===== src/mpps_pkg.sv =====
// Shared types and constants of the marker pair proportion scorer.
package mpps_pkg;

    localparam int SLOT_W   = 12;
    localparam int EXPR_W   = 32;
    localparam int CNT_W    = 16;
    localparam int PROP_W   = 17;
    localparam int VERD_W   = 2;
    localparam int IN_DW    = 56;
    localparam int OUT_DW   = 40;
    localparam int CFG_IW   = 2;
    localparam int CFG_DW   = 17;
    localparam int PROD_W   = 34;

    localparam logic [PROP_W-1:0] Q_ONE = 17'h10000;

    // Verdict codes carried on the result tuser.
    localparam logic [VERD_W-1:0] V_PROP  = 2'd0;
    localparam logic [VERD_W-1:0] V_BELOW = 2'd1;
    localparam logic [VERD_W-1:0] V_ABOVE = 2'd2;
    localparam logic [VERD_W-1:0] V_FEW   = 2'd3;

    // Configuration register indexes.
    localparam logic [CFG_IW-1:0] CFG_PAIR_COUNT = 2'd0;
    localparam logic [CFG_IW-1:0] CFG_MIN_PAIRS  = 2'd1;
    localparam logic [CFG_IW-1:0] CFG_THR_MODE   = 2'd2;
    localparam logic [CFG_IW-1:0] CFG_THRESHOLD  = 2'd3;

    // Queue between the front and back parts.
    localparam int Q_DEPTH = 4;
    localparam int Q_AW    = 2;

    typedef struct packed {
        logic [CNT_W-1:0]  pair_count;
        logic [CNT_W-1:0]  min_pairs;
        logic              thr_mode;
        logic [PROP_W-1:0] threshold;
    } t_cfg;

    // Outcome of one pair comparison.
    typedef struct packed {
        logic ne;
        logic gt;
    } t_pair_cls;

    typedef struct packed {
        logic [VERD_W-1:0] verdict;
        logic              early;
        logic [CNT_W-1:0]  nontie;
        logic [PROP_W-1:0] proportion;
    } t_result;

endpackage


===== src/mpps_queue.sv =====
// Short queue of classified pairs between the front and back parts.
module mpps_queue (
    input  logic                i_clk,
    input  logic                i_rst_n,
    input  logic                i_push,
    input  mpps_pkg::t_pair_cls i_data,
    output logic                o_full,
    input  logic                i_pop,
    output mpps_pkg::t_pair_cls o_data,
    output logic                o_empty
);
    import mpps_pkg::*;

    t_pair_cls       r_ent [Q_DEPTH];
    logic [Q_AW:0]   r_wp;
    logic [Q_AW:0]   r_rp;

    assign o_empty = (r_wp == r_rp);
    assign o_full  = (r_wp[Q_AW] != r_rp[Q_AW]) && (r_wp[Q_AW-1:0] == r_rp[Q_AW-1:0]);
    assign o_data  = r_ent[r_rp[Q_AW-1:0]];

    always_ff @(posedge i_clk) begin
        if (i_push) begin
            r_ent[r_wp[Q_AW-1:0]] <= i_data;
        end
    end

    always_ff @(posedge i_clk) begin
        if (!i_rst_n) begin
            r_wp <= '0;
            r_rp <= '0;
        end else begin
            if (i_push) begin
                r_wp <= r_wp + 1'b1;
            end
            if (i_pop) begin
                r_rp <= r_rp + 1'b1;
            end
        end
    end

endmodule


===== config.mk =====
export PLATFORM = sky130hd
export DESIGN_NAME = mpps_queue
export DESIGN_NICKNAME = d
export VERILOG_FILES = /design/src/mpps_pkg.sv /design/src/mpps_queue.sv
export SDC_FILE = /design/constraint.sdc
export NUM_CORES = 1
export LEC_CHECK = 0
export CAP_MARGIN = 30
export CORE_AREA = 2 2 39 41
export DETAILED_ROUTE_END_ITERATION = 16
export DIE_AREA = 0 0 41 43
export DONT_BUFFER_PORTS = 1
export PLACE_DENSITY_LB_ADDON = 0.08
export SETUP_SLACK_MARGIN = 0.02
export SKIP_CTS_REPAIR_TIMING = 1
export SKIP_LAST_GASP = 1
export SYNTH_ARGS = -nofsm -noshare
export SYNTH_HDL_FRONTEND = slang
export SYNTH_SLANG_ARGS = --single-unit

===== constraint.sdc =====
create_clock -name i_clk -period 3.25 [get_ports i_clk]
set_clock_uncertainty 0.05 [all_clocks]
set_input_delay 0.4875 -clock i_clk [delete_from_list [all_inputs] [get_ports i_clk]]
set_output_delay 0.4875 -clock i_clk [all_outputs]
set_load 0.01 [all_outputs]

==> results of run 1 <==
[power by group through the flow]
stage,Combinational (mW),Clock [mW],Sequential [mW]
after floorplan,0.0366,0,0.236
after global placement,0.0384,0,0.238
after detailed placement,0.0416,0,0.239
after CTS,0.0417,0.111,0.235
after global routing,0.0461,0.120,0.236
final,0.0404,0.106,0.234
[worst paths after layout]
path                               endpoint  depth (start not counted)  slack [ns]
worst max-delay path              o_data[1]                          1        1.44
worst min-delay path            r_ent[1][0]                          0        0.25
worst max register to register  r_ent[3][0]                          2        2.06
worst min register to register      r_wp[2]                          2        0.53
[per-layer routing]
layer  global-route usage  vias to the layer above  wire [µm]
li1                     -                      184          -
met1                0.167                      172        389
met2                0.266                        5        640
met3               0.0366                        2         25
met4                0.100                        0         10
met5                    0                        -          0
[cell type report]
class                           count  area, µm²  area share
Multi-Input combinational cell     31        280       0.380
Tap cell                           16       20.0      0.0271
Clock buffer                        4       26.3      0.0356
Inverter                            3       11.3      0.0153
Sequential cell                    16        400       0.542
[per-stage QoR]
| step | power, mW | std cells | setup WS [ns] | hold WS (ns) | area [µm²] |
|---|---|---|---|---|---|
| after CTS | 0.387 | 70 | 1.41 | 0.238 | 738 |
| after global placement | 0.276 | 66 | 1.78 | 0.501 | 712 |
| after global routing | 0.403 | 70 | 1.38 | 0.226 | 738 |
| after detailed placement | 0.281 | 66 | 1.73 | 0.515 | 712 |
| final | 0.381 | 70 | 1.44 | 0.248 | 738 |
| after floorplan | 0.273 | 51 | 1.78 | 0.480 | 697 |
[cell usage in the layout, fill, tap and decap left out]
master | synthesis | routed
sky130_fd_sc_hd__mux2i_1 | 2 | 2
sky130_fd_sc_hd__nand3b_1 | 2 | 2
sky130_fd_sc_hd__inv_1 | 3 | 3
sky130_fd_sc_hd__nor3b_1 | 1 | 1
sky130_fd_sc_hd__dfxtp_1 | 8 | 8
sky130_fd_sc_hd__edfxtp_1 | 8 | 8
sky130_fd_sc_hd__clkbuf_1 | 0 | 1
sky130_fd_sc_hd__a21oi_1 | 2 | 2
sky130_fd_sc_hd__nor3_1 | 1 | 1
sky130_fd_sc_hd__xnor2_1 | 3 | 3
sky130_fd_sc_hd__and2_1 | 4 | 4
sky130_fd_sc_hd__nor2_1 | 5 | 5
sky130_fd_sc_hd__clkbuf_4 | 0 | 3
sky130_fd_sc_hd__mux4_1 | 2 | 2
sky130_fd_sc_hd__xor2_1 | 2 | 2
sky130_fd_sc_hd__ha_1 | 5 | 5
sky130_fd_sc_hd__a21bo_2 | 2 | 2
[cell families (layout without fill, tap and decap cells)]
logic type / count (synthesis) / in the layout / synth area share
DFF: 16 / 16 / 0.575
and+or+nand+nor: 13 / 13 / 0.102
adders and majority gates: 5 / 5 / 0.0898
xor gates and xnor gates: 5 / 5 / 0.0628
AOI/OAI and AO/OA: 4 / 4 / 0.0431
muxes: 4 / 4 / 0.104
buffers and inverters: 4 / 7 / 0.0233
==> out/qor.txt, run 1 <==
Run status -> finished, final reports clean
Transition time at the pin with the least slew margin -> 0.374 ns
Int Power -> 0.291 mW
Fill cell total of the finished layout -> 125
Total number of vias -> 363
Antenna diode count -> 0
CP endpoint kind -> primary output
RD Place Congestion -> 0.754
Critical path startpoint category -> flop
Routed wire length -> 1.07 mm
Clock tree from TritonCTS -> done
Port Buffers -> 0
Main area contributors after synthesis -> sky130_fd_sc_hd__edfxtp_1, sky130_fd_sc_hd__dfxtp_1, sky130_fd_sc_hd__ha_1
Post-synthesis to final-layout area growth -> 5.92%
Wire length of the first global-routing pass -> 1.75 mm
Worst path bufs/invs -> 0
Hold/Removal Path Class -> in2reg
Number of H-tree levels -> 1
Leakage power -> 0.289 nW
Final-stage net count -> 66
Total power per unit cell area -> 516 nW/µm²
Hold path start -> i_data[0]
Summed negative setup slack over all endpoints -> 0 ns
Final routed wire length divided by cell count -> 15.2 µm
Fraction of the yosys area taken by sequential cells -> 0.575
Most used flip-flop cell after synthesis -> sky130_fd_sc_hd__edfxtp_1
Synth async-reset ratio -> 0
Distinct cell type count of the synthesized netlist -> 16
First-pass detailed-route iteration total -> 2
Clock sink count -> 16
Core area -> 1380 µm²
Combinational share of power -> 0.106
Highest attainable clock frequency -> 553 MHz
Maximum number of pins on one net before global-route repair -> 10
Max-capacitance violation count -> 0
Setup repair after global routing missed its margin -> false
Leading cell types by count after synthesis -> sky130_fd_sc_hd__dfxtp_1, sky130_fd_sc_hd__edfxtp_1, sky130_fd_sc_hd__ha_1, sky130_fd_sc_hd__nor2_1, sky130_fd_sc_hd__and2_1
Number of max-slew violations in the final report -> 0
Final worst-path cycle share -> 0.557
Vertical extent of the die -> 43 µm
Layout cells sized above 1 -> 0.0926
Number of synthesis warnings -> 0
Post-route core utilization -> 0.533
Critical path required time -> 2.71 ns
Remaining global-route overflow -> 0
Starting density of the core -> 0.504
Crit path max-delay family -> multiplexers
Starting DRC count in detailed routing -> 5
Max stage delay on crit path -> 0.63 ns
Average cell area after synthesis -> 13.7 µm²
Vias per inst -> 5.19
Initial antenna violation count -> 0
Normalized max-slew margin -> 0.750
Critical path, cell by cell -> mux4_1
Clk network pwr share -> 0.279
Number of register bits inferred by synthesis -> 16
Root Buffer -> sky130_fd_sc_hd__clkbuf_4
Sequential power share -> 0.615
Die Outline Area -> 1760 µm²
Final setup violation count -> 0
Post-synth top area share -> 0.345
Mapped cell area -> 697 µm²
Clock transition at the registers of the reported paths -> 0.09 ns
Overall routing resource usage -> 0.159
Proportion of total power due to net switching -> 0.235
Worst IR Drop VDD -> 0.224 mV
DRC violation count after routing -> 0
Count of pins on the block boundary -> 10
Critical setup path kind -> reg2out
Mapped Nets -> 62
Synth area leader -> sky130_fd_sc_hd__edfxtp_1
Largest driver fanout on the critical path -> 2
Post-route minimum period -> 1.81 ns
Data arrival time of the worst path -> 1.27 ns
Final Hold Vio Count -> 0
Clk Latency, worst-skew pair -> 0.28 ns
Number of flops mapped to enable cells by yosys -> 8
Total CTS buffers -> 3
FF-to-FF Start -> r_wp[0]
Die width -> 41 µm
Maximum number of buffers from clock root to sink -> 2
Antenna viol nets, final -> 0
Max stage delay cell, worst path -> sky130_fd_sc_hd__mux4_1
Detailed placement HPWL -> 872 µm
Switching power total -> 0.0896 mW
Site Rows -> 14
Mapped Cells -> 51
Vias in the first global route -> 390
Note: power is estimated with default switching activity, not from simulation.
==> run 2, diff against run 1 <==
--- a/config.mk
+++ b/config.mk
@@ -6,9 +6,9 @@
 export NUM_CORES = 1
 export LEC_CHECK = 0
 export CAP_MARGIN = 30
-export CORE_AREA = 2 2 39 41
+export CORE_MARGIN = 2
+export CORE_UTILIZATION = 52
 export DETAILED_ROUTE_END_ITERATION = 16
-export DIE_AREA = 0 0 41 43
 export DONT_BUFFER_PORTS = 1
 export PLACE_DENSITY_LB_ADDON = 0.08
 export SETUP_SLACK_MARGIN = 0.02
==> constraint.sdc (replaced) <==
create_clock -name i_clk -period 1.6 [get_ports i_clk]
set_clock_uncertainty 0.05 [all_clocks]
set_input_delay 0.24 -clock i_clk [delete_from_list [all_inputs] [get_ports i_clk]]
set_output_delay 0.24 -clock i_clk [all_outputs]
set_load 0.01 [all_outputs]
==> out/qor.txt, run 2 (same netlist as run 1, synthesis figures left out) <==
Number of max-slew violations in the final report -> 0
Max stage delay cell, worst path -> sky130_fd_sc_hd__mux4_2
Vertical extent of the die -> 40.6 µm
Highest-count cells in the layout ignoring fill and taps -> sky130_fd_sc_hd__dfxtp_1, sky130_fd_sc_hd__edfxtp_1, sky130_fd_sc_hd__nor2_1, sky130_fd_sc_hd__ha_1, sky130_fd_sc_hd__and2_1
Destination of the worst register-to-register timing path -> r_ent[2][1]
Layout cells sized above 1 -> 0.143
Number of placed cells counting well taps -> 65
Root Buffer -> sky130_fd_sc_hd__clkbuf_4
Worst IR Drop VDD -> 0.605 mV
Initial antenna violation count -> 0
Starting DRC count in detailed routing -> 5
Final-stage net count -> 68
Maximum number of pins on one net before global-route repair -> 10
Leakage power -> 0.293 nW
Wire length of the first global-routing pass -> 1.54 mm
Total power per unit cell area -> 1030 nW/µm²
Smallest setup slack after layout -> 0.0804 ns
Setup repair after global routing missed its margin -> false
Routed wire length -> 1.06 mm
Number of H-tree levels -> 1
Logic depth of the worst path, buffers included -> 1
Vias per inst -> 5.23
Worst path bufs/invs -> 0
Vias in the first global route -> 352
First-pass detailed-route iteration total -> 2
Critical setup path kind -> reg2out
Depth of the worst register-to-register path -> 3
Summed negative setup slack over all endpoints -> 0 ns
Clk Latency, worst-skew pair -> 0.27 ns
Normalized max-slew margin -> 0.755
Max-capacitance violation count -> 0
Transition time at the pin with the least slew margin -> 0.365 ns
Run status -> finished, final reports clean
Overall routing resource usage -> 0.160
Total number of vias -> 371
Highest attainable clock frequency -> 658 MHz
Die width -> 40.6 µm
FF-to-FF Start -> r_wp[0]
Final routed wire length divided by cell count -> 14.9 µm
Final worst-path cycle share -> 0.950
Clock tree from TritonCTS -> done
Worst setup endpoint -> o_data[1]
Port Buffers -> 0
Remaining global-route overflow -> 0
Final Hold Vio Count -> 0
Setup slack at placement -> 0.314 ns
Worst R2R Setup Slack -> 0.42 ns
Die Outline Area -> 1650 µm²
DRC violation count after routing -> 0
Final setup violation count -> 0
Post-synthesis to final-layout area growth -> 8.26%
Critical path required time -> 1.31 ns
Post-route minimum period -> 1.52 ns
Critical path, cell by cell -> mux4_2
Antenna diode count -> 0
RD Place Congestion -> 0.607
Count of pins on the block boundary -> 10
Clock sink count -> 16
Post-route total power -> 0.780 mW
Data arrival time of the worst path -> 1.23 ns
Site Rows -> 13
Largest driver fanout on the critical path -> 2
Core area -> 1270 µm²
Final cell count without fillers -> 71
Crit path max-delay family -> multiplexers
Post-Route Hold Slack -> 0.0650 ns
Critical path startpoint category -> flop
Starting density of the core -> 0.549
Detailed placement HPWL -> 880 µm
CP endpoint kind -> primary output
Clock transition at the registers of the reported paths -> 0.09 ns
Hold/Removal Path Class -> in2reg
Total CTS buffers -> 3
Maximum number of buffers from clock root to sink -> 2
Antenna viol nets, final -> 0
Max stage delay on crit path -> 0.56 ns
run 2: cell count changes in the layout (fill, tap and decap cells not counted):
cell,change
sky130_fd_sc_hd__dlygate4sd3_1,+2
sky130_fd_sc_hd__nor3b_1,-1
sky130_fd_sc_hd__nor3b_2,+1
sky130_fd_sc_hd__mux4_2,+2
sky130_fd_sc_hd__mux4_1,-2
run 2: report_power, final:
part	switching, mW	internal, mW
clock network	0.114	0.0965
registers	0.0211	0.456
logic	0.0471	0.0462
run 2: final cells by class:
| cell class | instances | area (µm²) |
|---|---|---|
| timing repair buffer | 2 | 20.0 |
| tap | 15 | 18.8 |
| multi-input combinational | 31 | 278 |
| clock buffer | 4 | 26.3 |
| sequential | 16 | 400 |
| inverter | 3 | 11.3 |
| fill | 98 | 514 |
run 2: per-layer routing:
layer,GRT usage,part of all wire,vias to the layer above
li1,-,-,190
met2,0.298,0.60,5
met1,0.156,0.37,174
met4,0.100,0.0095,0
met3,0.0380,0.024,2
met5,0,0,-
run 2: how the worst min path moves through the flow:
| stage | cells after the start | slack [ns] | end | startpoint |
|---|---|---|---|---|
| after floorplan | 0 | 0.29 | r_ent[0][0] | i_data[0] |
| after global placement | 0 | 0.29 | r_ent[1][1] | i_data[1] |
| after detailed placement | 0 | 0.29 | r_ent[0][0] | i_data[0] |
| after CTS | 0 | -0.002 | r_ent[0][0] | i_data[0] |
| after global routing | 2 | 0.08 | r_wp[0] | i_push |
| final | 2 | 0.06 | r_wp[0] | i_push |
run 2: per-stage QoR:
| stage | util | instance area, µm² |
|---|---|---|
| 3_3_place_gp | 0.560 | 711 |
| 4_1_cts | 0.581 | 737 |
| 6_report | 0.595 | 754 |
| 3_5_place_dp | 0.560 | 711 |
| 5_1_grt | 0.595 | 754 |
| 2_1_floorplan | - | 697 |
