File: config.mk
export PLATFORM = sky130hd
export DESIGN_NAME = mpps_back
export DESIGN_NICKNAME = d
export VERILOG_FILES = /design/src/mpps_pkg.sv /design/src/mpps_back.sv
export SDC_FILE = /design/constraint.sdc
export NUM_CORES = 1
export LEC_CHECK = 0
export BUFFER_PORTS_ARGS = -buffer_cell sky130_fd_sc_hd__buf_2
export CORE_MARGIN = 4
export CORE_UTILIZATION = 65
export CTS_CLUSTER_DIAMETER = 40
export CTS_CLUSTER_SIZE = 16
export DETAILED_ROUTE_END_ITERATION = 8
export PLACE_DENSITY = 0.83
export SYNTH_ARGS = -nofsm -noshare
export SYNTH_HDL_FRONTEND = slang
export SYNTH_SLANG_ARGS = --single-unit
File: constraint.sdc
create_clock -name i_clk -period 26.9 [get_ports i_clk]
set_input_delay 5.38 -clock i_clk [delete_from_list [all_inputs] [get_ports i_clk]]
set_output_delay 5.38 -clock i_clk [all_outputs]
set_load 0.02 [all_outputs]
File: src/mpps_pkg.sv
// Shared types and constants of the marker pair proportion scorer.
package mpps_pkg;

    localparam int SLOT_W   = 12;
    localparam int EXPR_W   = 32;
    localparam int CNT_W    = 16;
    localparam int PROP_W   = 17;
    localparam int VERD_W   = 2;
    localparam int IN_DW    = 56;
    localparam int OUT_DW   = 40;
    localparam int CFG_IW   = 2;
    localparam int CFG_DW   = 17;
    localparam int PROD_W   = 34;

    localparam logic [PROP_W-1:0] Q_ONE = 17'h10000;

    // Verdict codes carried on the result tuser.
    localparam logic [VERD_W-1:0] V_PROP  = 2'd0;
    localparam logic [VERD_W-1:0] V_BELOW = 2'd1;
    localparam logic [VERD_W-1:0] V_ABOVE = 2'd2;
    localparam logic [VERD_W-1:0] V_FEW   = 2'd3;

    // Configuration register indexes.
    localparam logic [CFG_IW-1:0] CFG_PAIR_COUNT = 2'd0;
    localparam logic [CFG_IW-1:0] CFG_MIN_PAIRS  = 2'd1;
    localparam logic [CFG_IW-1:0] CFG_THR_MODE   = 2'd2;
    localparam logic [CFG_IW-1:0] CFG_THRESHOLD  = 2'd3;

    // Queue between the front and back parts.
    localparam int Q_DEPTH = 4;
    localparam int Q_AW    = 2;

    typedef struct packed {
        logic [CNT_W-1:0]  pair_count;
        logic [CNT_W-1:0]  min_pairs;
        logic              thr_mode;
        logic [PROP_W-1:0] threshold;
    } t_cfg;

    // Outcome of one pair comparison.
    typedef struct packed {
        logic ne;
        logic gt;
    } t_pair_cls;

    typedef struct packed {
        logic [VERD_W-1:0] verdict;
        logic              early;
        logic [CNT_W-1:0]  nontie;
        logic [PROP_W-1:0] proportion;
    } t_result;

endpackage

File: src/mpps_back.sv
// Back part: run counters, early threshold check, final division and result register.
module mpps_back #(
    parameter int CHECK_INTERVAL = 100
) (
    input  logic                i_clk,
    input  logic                i_rst_n,
    input  mpps_pkg::t_cfg      i_cfg,
    input  mpps_pkg::t_pair_cls i_cls,
    input  logic                i_q_empty,
    output logic                o_pop,
    output logic                o_out_valid,
    input  logic                i_out_ready,
    output mpps_pkg::t_result   o_out
);
    import mpps_pkg::*;

    localparam int CMW = (CHECK_INTERVAL > 1) ? $clog2(CHECK_INTERVAL) : 1;
    localparam logic [CMW-1:0] MOD_TOP = CMW'(CHECK_INTERVAL - 1);

    localparam logic [2:0] S_PAIR = 3'd0;
    localparam logic [2:0] S_MUL  = 3'd1;
    localparam logic [2:0] S_CMP  = 3'd2;
    localparam logic [2:0] S_DIV  = 3'd3;
    localparam logic [2:0] S_FIN  = 3'd4;

    logic [2:0]        r_state, n_state;
    logic [CNT_W-1:0]  r_g, n_g;
    logic [CNT_W-1:0]  r_t, n_t;
    logic [CMW-1:0]    r_tmod, n_tmod;
    logic [CNT_W-1:0]  r_pos, n_pos;
    logic              r_dec, n_dec;
    logic              r_last, n_last;
    logic [CNT_W-1:0]  r_left, n_left;
    logic [PROD_W-1:0] r_prod, n_prod;
    logic [PROP_W-1:0] r_rem, n_rem;
    logic [PROP_W-1:0] r_quo, n_quo;
    logic [4:0]        r_cnt, n_cnt;
    logic              r_out_valid, n_out_valid;
    t_result           r_out, n_out;

    logic [CNT_W-1:0]  pc;
    logic [CNT_W:0]    pos_inc;
    logic              last;
    logic              g_up;
    logic              t_up;
    logic [CNT_W-1:0]  g_n;
    logic [CNT_W-1:0]  t_n;
    logic [CMW-1:0]    tmod_n;
    logic              chk;
    logic              out_free;
    logic [CNT_W:0]    maxt;
    logic [CNT_W:0]    mop;
    logic [CNT_W+1:0]  best;
    logic              v_below;
    logic              v_above;
    logic              below;
    logic              ge;
    logic [PROP_W-1:0] diff;

    always_comb begin
        pc      = (i_cfg.pair_count == '0) ? CNT_W'(1) : i_cfg.pair_count;
        pos_inc = {1'b0, r_pos} + (CNT_W+1)'(1);
        last    = pos_inc >= {1'b0, pc};
        g_up    = i_cls.ne && i_cls.gt && (r_g != '1);
        t_up    = i_cls.ne && (r_t != '1);
        g_n     = r_g + CNT_W'(g_up);
        t_n     = r_t + CNT_W'(t_up);
        if (t_up) begin
            tmod_n = (r_tmod == MOD_TOP) ? '0 : r_tmod + 1'b1;
        end else begin
            tmod_n = r_tmod;
        end
        chk      = i_cfg.thr_mode && (t_n >= i_cfg.min_pairs) && (tmod_n == '0);
        out_free = !r_out_valid || i_out_ready;
        maxt     = {1'b0, r_t} + {1'b0, r_left};
        mop      = r_last ? {1'b0, r_t} : maxt;
        // Bounds on the final score from the pairs still to come.
        best     = {2'b0, r_g} + {2'b0, r_left} + (CNT_W+2)'(1);
        v_below  = {best, 16'b0} < r_prod;
        v_above  = (r_g != '0) && ({2'b0, r_g - CNT_W'(1), 16'b0} > r_prod);
        below    = (r_t != '0) && ({2'b0, r_g, 16'b0} < r_prod);
        ge       = r_rem >= {1'b0, r_t};
        diff     = ge ? r_rem - {1'b0, r_t} : r_rem;

        n_state     = r_state;
        n_g         = r_g;
        n_t         = r_t;
        n_tmod      = r_tmod;
        n_pos       = r_pos;
        n_dec       = r_dec;
        n_last      = r_last;
        n_left      = r_left;
        n_prod      = r_prod;
        n_rem       = r_rem;
        n_quo       = r_quo;
        n_cnt       = r_cnt;
        n_out_valid = r_out_valid && !i_out_ready;
        n_out       = r_out;
        o_pop       = 1'b0;

        unique case (r_state)
            S_PAIR: begin
                if (!i_q_empty) begin
                    o_pop = 1'b1;
                    if (r_dec) begin
                        if (last) begin
                            n_g    = '0;
                            n_t    = '0;
                            n_tmod = '0;
                            n_pos  = '0;
                            n_dec  = 1'b0;
                        end else begin
                            n_pos = pos_inc[CNT_W-1:0];
                        end
                    end else begin
                        n_g    = g_n;
                        n_t    = t_n;
                        n_tmod = tmod_n;
                        if (last || chk) begin
                            n_last  = last;
                            n_left  = pc - r_pos - CNT_W'(1);
                            n_state = S_MUL;
                        end else begin
                            n_pos = pos_inc[CNT_W-1:0];
                        end
                    end
                end
            end
            S_MUL: begin
                n_prod  = i_cfg.threshold * mop;
                n_state = S_CMP;
            end
            S_CMP: begin
                if (out_free) begin
                    n_out.proportion = '0;
                    n_out.nontie     = r_t;
                    n_out.early      = !r_last;
                    if (r_last) begin
                        n_state = S_PAIR;
                        priority if (r_t < i_cfg.min_pairs) begin
                            n_out.verdict = V_FEW;
                            n_out_valid   = 1'b1;
                        end else if (i_cfg.thr_mode) begin
                            n_out.verdict = below ? V_BELOW : V_ABOVE;
                            n_out_valid   = 1'b1;
                        end else if (r_t == '0) begin
                            n_out.verdict = V_PROP;
                            n_out_valid   = 1'b1;
                        end else begin
                            n_rem   = {1'b0, r_g};
                            n_quo   = '0;
                            n_cnt   = '0;
                            n_state = S_DIV;
                        end
                        if (n_state == S_PAIR) begin
                            n_g    = '0;
                            n_t    = '0;
                            n_tmod = '0;
                            n_pos  = '0;
                            n_dec  = 1'b0;
                        end
                    end else begin
                        if (v_below || v_above) begin
                            n_out.verdict = v_below ? V_BELOW : V_ABOVE;
                            n_out_valid   = 1'b1;
                            n_dec         = 1'b1;
                        end
                        n_pos   = pos_inc[CNT_W-1:0];
                        n_state = S_PAIR;
                    end
                end
            end
            S_DIV: begin
                // One quotient bit per cycle, most significant first.
                n_quo = {r_quo[PROP_W-2:0], ge};
                n_rem = {diff[PROP_W-2:0], 1'b0};
                n_cnt = r_cnt + 1'b1;
                if (r_cnt == 5'(PROP_W - 1)) begin
                    n_state = S_FIN;
                end
            end
            S_FIN: begin
                if (out_free) begin
                    n_out.verdict    = V_PROP;
                    n_out.proportion = r_quo;
                    n_out.nontie     = r_t;
                    n_out.early      = 1'b0;
                    n_out_valid      = 1'b1;
                    n_g              = '0;
                    n_t              = '0;
                    n_tmod           = '0;
                    n_pos            = '0;
                    n_dec            = 1'b0;
                    n_state          = S_PAIR;
                end
            end
            default: begin
                n_state = S_PAIR;
            end
        endcase
    end

    always_ff @(posedge i_clk) begin
        if (!i_rst_n) begin
            r_state     <= S_PAIR;
            r_g         <= '0;
            r_t         <= '0;
            r_tmod      <= '0;
            r_pos       <= '0;
            r_dec       <= 1'b0;
            r_out_valid <= 1'b0;
        end else begin
            r_state     <= n_state;
            r_g         <= n_g;
            r_t         <= n_t;
            r_tmod      <= n_tmod;
            r_pos       <= n_pos;
            r_dec       <= n_dec;
            r_out_valid <= n_out_valid;
        end
    end

    always_ff @(posedge i_clk) begin
        r_last <= n_last;
        r_left <= n_left;
        r_prod <= n_prod;
        r_rem  <= n_rem;
        r_quo  <= n_quo;
        r_cnt  <= n_cnt;
        r_out  <= n_out;
    end

    assign o_out_valid = r_out_valid;
    assign o_out       = r_out;

endmodule

==> metrics.csv, run 1 <==
stage,metric,value,unit
critical_path,crit start category,input pin,
floorplan,Core Area,34710,sq um
sta,Slew @ Worst Pin,1.045,ns
synth,largest cells by area after synthesis,"fa_1 (20%), edfxtp_1 (16%), ha_1 (15%), inv_1 (6.5%), nand2_1 (5.6%)",
drt,routed wire length,57.29,mm
drt,initial DRC count,1510,
floorplan,Die Ht,196.2,um
floorplan,Ports,94,
drt,vias per std cell,5.967,
synth,syn_nets,3172,
finish,area grow syn2layout,6.138,%
drt,final antenna-violating net count,0,
critical_path,Setup CP Type,in2reg,
critical_path,RR Endpoint,r_prod[32],
critical_path,"Max stage delay cell, worst path",fa_1,
synth,Seq cells post-synth,186,
critical_path,"most used cell, CP",fa_1,
placement,DP HPWL,45.74,mm
sta,Setup TNS,0,ns
synth,Yosys top cell area share,0.1982,
placement,RD Place Congestion,0.9728,
critical_path,CP Launch Point,i_cfg[5],
synth,"count leader, synth",inv_1,
synth,Simple-Gate Fraction of Synth Area,0.1798,
cts,CTS sink cnt,186,
synth,sequential area share after synthesis,0.2164,
finish,Non-Filler Instances,3108,
sta,final hold vios,0,
critical_path,Critical Path End Type,register,
pwr,Pwr Density,46.69,nW/um^2
cts,latest clock arrival within the worst-skew pair,0.45,ns
global_routing,All-Layer GR Usage,0.3024,
pwr,P_leak,11.67,nW
synth,Synth Flop Type,edfxtp_1,
sta,Worst slew margin,0.2980,
sta,fmax,86.52,MHz
finish,fin nets,3201,
synth,Synth Area in Compound Gates,0.1220,
synth,Cell variety after synth,82,
global_routing,initial antenna violation count,0,
synth,largest family of logic cells by synthesized area,adder cells,
synth,Synth area leader,fa_1,
synth,Synth Cell Area,23030,sq um
synth,asr flop ratio synth,0,
cts,Clock Tree Buf Depth,2,
cts,"Setup Fix Bufs, Post-CTS",0,
critical_path,"Buf+Inv Stages, Crit Path",4,
synth,Synth Area in XOR/XNOR,0.04563,
drt,DRC Markers,0,
synth,post-synthesis adder-cell area fraction,0.3487,
cts,PostCTS Resize Cnt,0,
global_routing,vias in the first global route,19300,
drt,met2 WL,27.60,mm
synth,Syn Inst Count,2611,
outcome,outcome,"complete, no violations",
global_routing,"Remaining Overflow, GRT",0,
synth,Post-synth EDFFs,126,
global_routing,first-pass GRT wire length,94.84,mm
critical_path,Critical Path Max Stage Delay,0.55,ns
cts,Hold Buf Count CTS,0,
drt,Met3 Wirelength,4.170,mm
drt,DR pass1 iterations,7,
drt,Vias,18540,
critical_path,R2R cell count,33,
pwr,total power draw,1.141,mW
pwr,maximum VDD drop,53.90,uV
critical_path,r2r startpoint,r_t[0],
placement,Port Buffers,93,
cts,CTS Buf Count,17,
critical_path,last element of the critical path,r_prod[32],
critical_path,CP Max Fanout,17,
placement,placed insts,3076,
job,Max Cap Viol,0,
sta,Clock Skew,0.009910,ns
worst_hold_path,hold crit path type,reg2reg,
synth,Syn. warnings,0,
finish,ant diodes,0,
cts,register clock-pin slew on the reported worst setup and hold paths,0.07,ns
cts,level count of the clock H-tree,4,
floorplan,DIE WIDTH,196.2,um
drt,DR WL/cell,18.43,um
cts,Root Buffer,clkbuf_16,
synth,post-synthesis mux area share,0.001793,
sta,setup violators final,0,
cts,CTS tree,built,
critical_path,R2R Setup Slk,17.08,ns
critical_path,crit path cell chain,buf_2 -> nand2_1 -> fa_1 -> inv_1 -> fa_1 -> inv_1 -> fa_1 -> fa_1 -> fa_1 -> inv_1 -> fa_1 -> ha_1 -> o21ai_0 -> o21ai_0 -> a21oi_1 -> o21ai_0 -> nor2_1 -> o21ai_0 -> o41ai_1 -> o21ai_0 -> o41a_1 -> xor2_1,
sta,RSZ-0062 raised after global routing,no,
critical_path,Worst EP arrival,11.77,ns
drt,max layer used,met4,
global_routing,largest net degree at the start of global routing,74,
floorplan,# rows,68,
critical_path,critical path's top delay family,adder cells,
critical_path,critical path required time,27.11,ns
synth,Synth top cells by count,"inv_1 (400), nand2_1 (341), ha_1 (277)",
sta,Final Cycle Share,0.4297,
critical_path,critical path depth,22,
floorplan,die area,38510,sq um
sta,Final Slew Violations,0,
floorplan,Initial Utilization,0.6635,
finish,layout cells sized above 1,0.07275,
sta,post-route minimum period,11.56,ns
synth,Avg Synthesized Cell Area,8.821,sq um
drt,Metal-1 WL,23.23,mm
[logic make-up (layout without fill, tap and decap cells)]
kind of cell | count (synthesis) | count (layout)
multiplexers | 4 | 4
adder cells (fa/ha/maj) | 505 | 505
XOR/XNOR | 120 | 120
flip-flops | 186 | 186
AND/OR/NAND/NOR | 855 | 855
AO/OA/AOI/OAI | 426 | 426
buffers and inverters | 515 | 557
[worst min-delay path by stage]
stage,start,slack (ns),to,cells past startpoint
floorplan,r_t[7],0.45,o_out[24],0
global placement,r_pos[10],0.48,r_pos[10],2
detailed placement,r_pos[13],0.50,r_pos[13],2
CTS,r_pos[13],0.51,r_pos[13],2
global route,r_pos[4],0.52,r_pos[4],2
finish,r_pos[13],0.51,r_pos[13],2
[registers in the layout, indices dropped and copies added, names as in the netlist]
signal,count
o_out_valid,1
r_pos,16
r_last,1
r_rem,17
r_state,3
r_tmod,7
r_g,16
r_dec,1
r_t,16
r_prod,34
r_quo,17
o_out,36
r_cnt,5
r_left,16
[through the flow]
step / instance area, sq um / hold slack, ns / util / setup WS, ns
global route: 24450 / 0.5249 / 0.7042 / 14.98
floorplan: 23030 / 0.4548 / - / 15.27
global placement: 23870 / 0.4797 / 0.6875 / 15.09
CTS: 24450 / 0.5084 / 0.7042 / 15.41
detailed placement: 23870 / 0.4962 / 0.6875 / 14.94
finish: 24450 / 0.5087 / 0.7042 / 15.34
[worst reg2reg max path: cells and delay by family (launching register included)]
kind / cells / cell delay [ns]
xor+xnor: 1 / 0.15
simple gates: 4 / 0.80
fa+ha+maj: 9 / 4.16
flops: 1 / 0.65
buf+inv: 4 / 0.21
compound gates: 15 / 3.59
[power breakdown]
| part | internal (mW) | switching (mW) | total [mW] |
|---|---|---|---|
| combinational | 0.208 | 0.327 | 0.535 |
| sequential | 0.344 | 0.0108 | 0.355 |
| clock | 0.124 | 0.127 | 0.251 |
[layout by cell type (no fill, tap or decap), types with 10 or more instances in the layout]
cell type and instances:
nand3_1 79, nand4_1 23, ha_1 277, fa_1 228, buf_4 29, and3_1 18
edfxtp_1 126, inv_1 400, nor4_1 21, nor2b_1 20, a211oi_1 11, nand2_1 341
and2_1 133, o21ai_0 92, or3_1 17, a31oi_1 20, o21bai_1 12, o21a_1 18
xor2_1 39, dfxtp_1 60, xnor2_1 81, o21ai_1 12, clkbuf_16 17, o211ai_1 10
a21boi_1 11, a21o_1 43, nor2_1 105, nor3_1 44, nand2b_1 18, a21boi_0 23
buf_2 93, a21oi_1 104
[per-layer routing]
metal  global-route usage  vias up
li1                     -     8700
met1               0.3876     8944
met2               0.5155      746
met3              0.04860      154
met4               0.1202        0
met5                    0        -
[area by class of cell]
class / instances / area (sq um)
inverters: 403 / 1513
clock inverters: 15 / 155.1
fillers: 2673 / 10270
flip-flops and latches: 186 / 4985
multi-input cells: 1910 / 16120
well taps: 455 / 569.3
repair buffers: 122 / 683.2
clock buffers: 17 / 425.4
(Power assumes the default switching activity.)
==> run 2, diff against run 1 <==
- clock period: 26.9 -> 12.14 ns (I/O delays scaled with it)
==> metrics.csv, run 2 (synthesis results as in run 1) <==
stage,metric,value,unit,change
cts,CTS sink cnt,186,,unchanged
pwr,Pwr Density,104.2,nW/um^2,was 46.69 nW/um^2
critical_path,"most used cell, CP",fa_1,,unchanged
drt,final antenna-violating net count,0,,unchanged
cts,Hold Buf Count CTS,0,,unchanged
drt,routed wire length,56.99,mm,was 57.29 mm
global_routing,vias in the first global route,19140,,"was 19,300"
drt,DR pass1 iterations,5,,was 7
critical_path,crit start category,register,,was input pin
finish,ant diodes,0,,unchanged
critical_path,Setup CP Type,reg2reg,,was in2reg
global_routing,first-pass GRT wire length,93.91,mm,was 94.84 mm
critical_path,critical path's top delay family,adder cells,,unchanged
drt,DRC Markers,0,,unchanged
finish,max FFs per register,36,,unchanged
floorplan,Core Area,34710,sq um,unchanged
finish,Reg area,4985,sq um,unchanged
worst_hold_path,critical hold path startpoint,r_pos[13],,unchanged
finish,"most common cell after layout, fill and taps aside",inv_1,,unchanged
drt,vias per std cell,5.986,,was 5.967
sta,Slew @ Worst Pin,1.197,ns,was 1.045 ns
pwr,P_int,1.503,mW,was 676.2 uW
drt,initial DRC count,1555,,"was 1,510"
placement,DP HPWL,45.35,mm,was 45.74 mm
placement,RD Place Congestion,0.9352,,was 0.9728
sta,Final Slew Violations,0,,unchanged
pwr,P_sw,1.042,mW,was 465.3 uW
global_routing,initial antenna violation count,0,,unchanged
critical_path,Critical Path Max Stage Delay,0.92,ns,was 0.55 ns
pwr,clock network power share,0.227,,was 0.220
sta,fmax,101.9,MHz,
finish,area grow syn2layout,6.079,%,was 6.138%
sta,final hold vios,0,,unchanged
floorplan,DIE WIDTH,196.2,um,unchanged
job,Max Cap Viol,0,,unchanged
finish,most frequent cells in the layout,"inv_1 (400), nand2_1 (341), ha_1 (277)",,unchanged
global_routing,All-Layer GR Usage,0.2990,,was 0.3024
pwr,Net Sw Frac,0.4093,,was 0.4076
finish,FILL cells,2588,,"was 2,673"
critical_path,R2R cell count,32,,was 33
critical_path,R2R Setup Slk,2.32,ns,was 17.08 ns
cts,PostCTS Resize Cnt,0,,unchanged
pwr,Combinational Power Share,0.464,,was 0.469
cts,level count of the clock H-tree,4,,unchanged
critical_path,"Buf+Inv Stages, Crit Path",3,,was 4
worst_hold_path,hold crit path type,reg2reg,,unchanged
worst_hold_path,hold path depth,2,,unchanged
floorplan,Die Ht,196.2,um,unchanged
sta,RSZ-0062 raised after global routing,no,,unchanged
worst_hold_path,Worst Hold Endpoint,r_pos[13],,unchanged
global_routing,largest net degree at the start of global routing,74,,unchanged
cts,latest clock arrival within the worst-skew pair,0.46,ns,was 0.45 ns
cts,Root Buffer,clkbuf_16,,unchanged
sta,post-route minimum period,9.817,ns,
cts,Clock Tree Buf Depth,2,,unchanged
pwr,sequential share of power,0.309,,was 0.311
critical_path,"Max stage delay cell, worst path",o21ai_1,,was fa_1
placement,Port Buffers,93,,unchanged
global_routing,"Remaining Overflow, GRT",0,,unchanged
critical_path,Worst EP arrival,10.03,ns,was 11.77 ns
finish,Non-Filler Instances,3101,,"was 3,108"
cts,CTS tree,built,,unchanged
pwr,P_leak,11.66,nW,was 11.67 nW
floorplan,Ports,94,,unchanged
pwr,maximum VDD drop,109.5,uV,was 53.90 uV
critical_path,r2r startpoint,r_t[0],,unchanged
floorplan,die area,38510,sq um,unchanged
cts,register clock-pin slew on the reported worst setup and hold paths,0.08,ns,was 0.07 ns
critical_path,CP Max Fanout,17,,unchanged
sta,Setup TNS,0,ns,unchanged
sta,Final Cycle Share,0.8087,,
sta,Clock Skew,0.01367,ns,was 0.009910 ns
finish,Util after Layout,0.7038,,was 0.7042
floorplan,Initial Utilization,0.6635,,unchanged
sta,setup violators final,0,,unchanged
floorplan,# rows,68,,unchanged
sta,Worst slew margin,0.1967,,was 0.2980
finish,layout cells sized above 1,0.07143,,was 0.07275
finish,area occupied by multi-input gates,16120,sq um,about the same
sta,hold slack,0.5125,ns,was 0.5087 ns
finish,fin nets,3194,,"was 3,201"
drt,Vias,18560,,"was 18,540"
critical_path,critical path required time,12.35,ns,was 27.11 ns
critical_path,Critical Path End Type,register,,unchanged
drt,DR WL/cell,18.38,um,was 18.43 um
placement,placed insts,3069,,"was 3,076"
cts,CTS Buf Count,17,,unchanged
outcome,outcome,"complete, no violations",,unchanged
cts,"Setup Fix Bufs, Post-CTS",0,,unchanged
critical_path,RR Endpoint,r_prod[32],,unchanged
run 2: cell types whose count changed in the layout (fill, tap and decap cells not counted), sizes merged:
cell,previous run,this run
clkinvlp,1,0
inv,412,414
clkinv,5,4
buf,122,115
run 2: layer usage:
layer	wire length, um	global-route usage	vias up
met5	0	0	-
met3	4266	0.04293	144
met2	27400	0.5009	771
met4	2170	0.1257	0
li1	-	-	8702
met1	23160	0.3913	8945
run 2: worst max path at each step:
stage             start    endpoint  cells after the start  slack (ns)
3_5_place_dp     r_t[0]  r_prod[32]                     32        2.44
3_3_place_gp     r_t[1]  r_prod[32]                     31        2.73
5_1_grt          r_t[1]  r_prod[32]                     31        1.72
2_1_floorplan  i_cfg[8]  r_prod[33]                     25        3.47
4_1_cts          r_t[0]  r_prod[32]                     32        2.39
6_report         r_t[0]  r_prod[32]                     32        2.32
run 2: power groups by stage:
stage	Combinational [mW]	Sequential, mW	Clock (mW)
6_report	1.18	0.786	0.579
5_1_grt	1.34	0.790	0.614
4_1_cts	1.18	0.786	0.585
3_5_place_dp	1.17	0.800	0
3_3_place_gp	1.12	0.798	0
2_1_floorplan	0.881	0.811	0
run 2: metrics by stage:
| step | setup slack, ns | total power [mW] | area (sq um) |
|---|---|---|---|
| 6_report | 2.323 | 2.545 | 24430 |
| 2_1_floorplan | 3.466 | 1.691 | 23030 |
| 3_5_place_dp | 2.437 | 1.968 | 23820 |
| 5_1_grt | 1.725 | 2.746 | 24430 |
| 3_3_place_gp | 2.729 | 1.922 | 23820 |
| 4_1_cts | 2.387 | 2.548 | 24430 |
run 2: final cells by class:
class	instances	share of cell area
clock inverter	15	0.007630
sequential	186	0.2040
multi-input combinational	1910	0.6599
tap	455	0.02330
timing repair buffer	115	0.02581
inverter	403	0.06191
clock buffer	17	0.01741
run 2: worst reg2reg max path, delay by kind of cell, from the launching register on:
family / cells / cell delay [ns]
AO/OA/AOI/OAI: 15 / 3.94
XOR/XNOR: 2 / 0.31
adder cells (fa/ha/maj): 9 / 4.07
buffers and inverters: 3 / 0.15
flip-flops: 1 / 0.49
AND/OR/NAND/NOR: 3 / 0.62
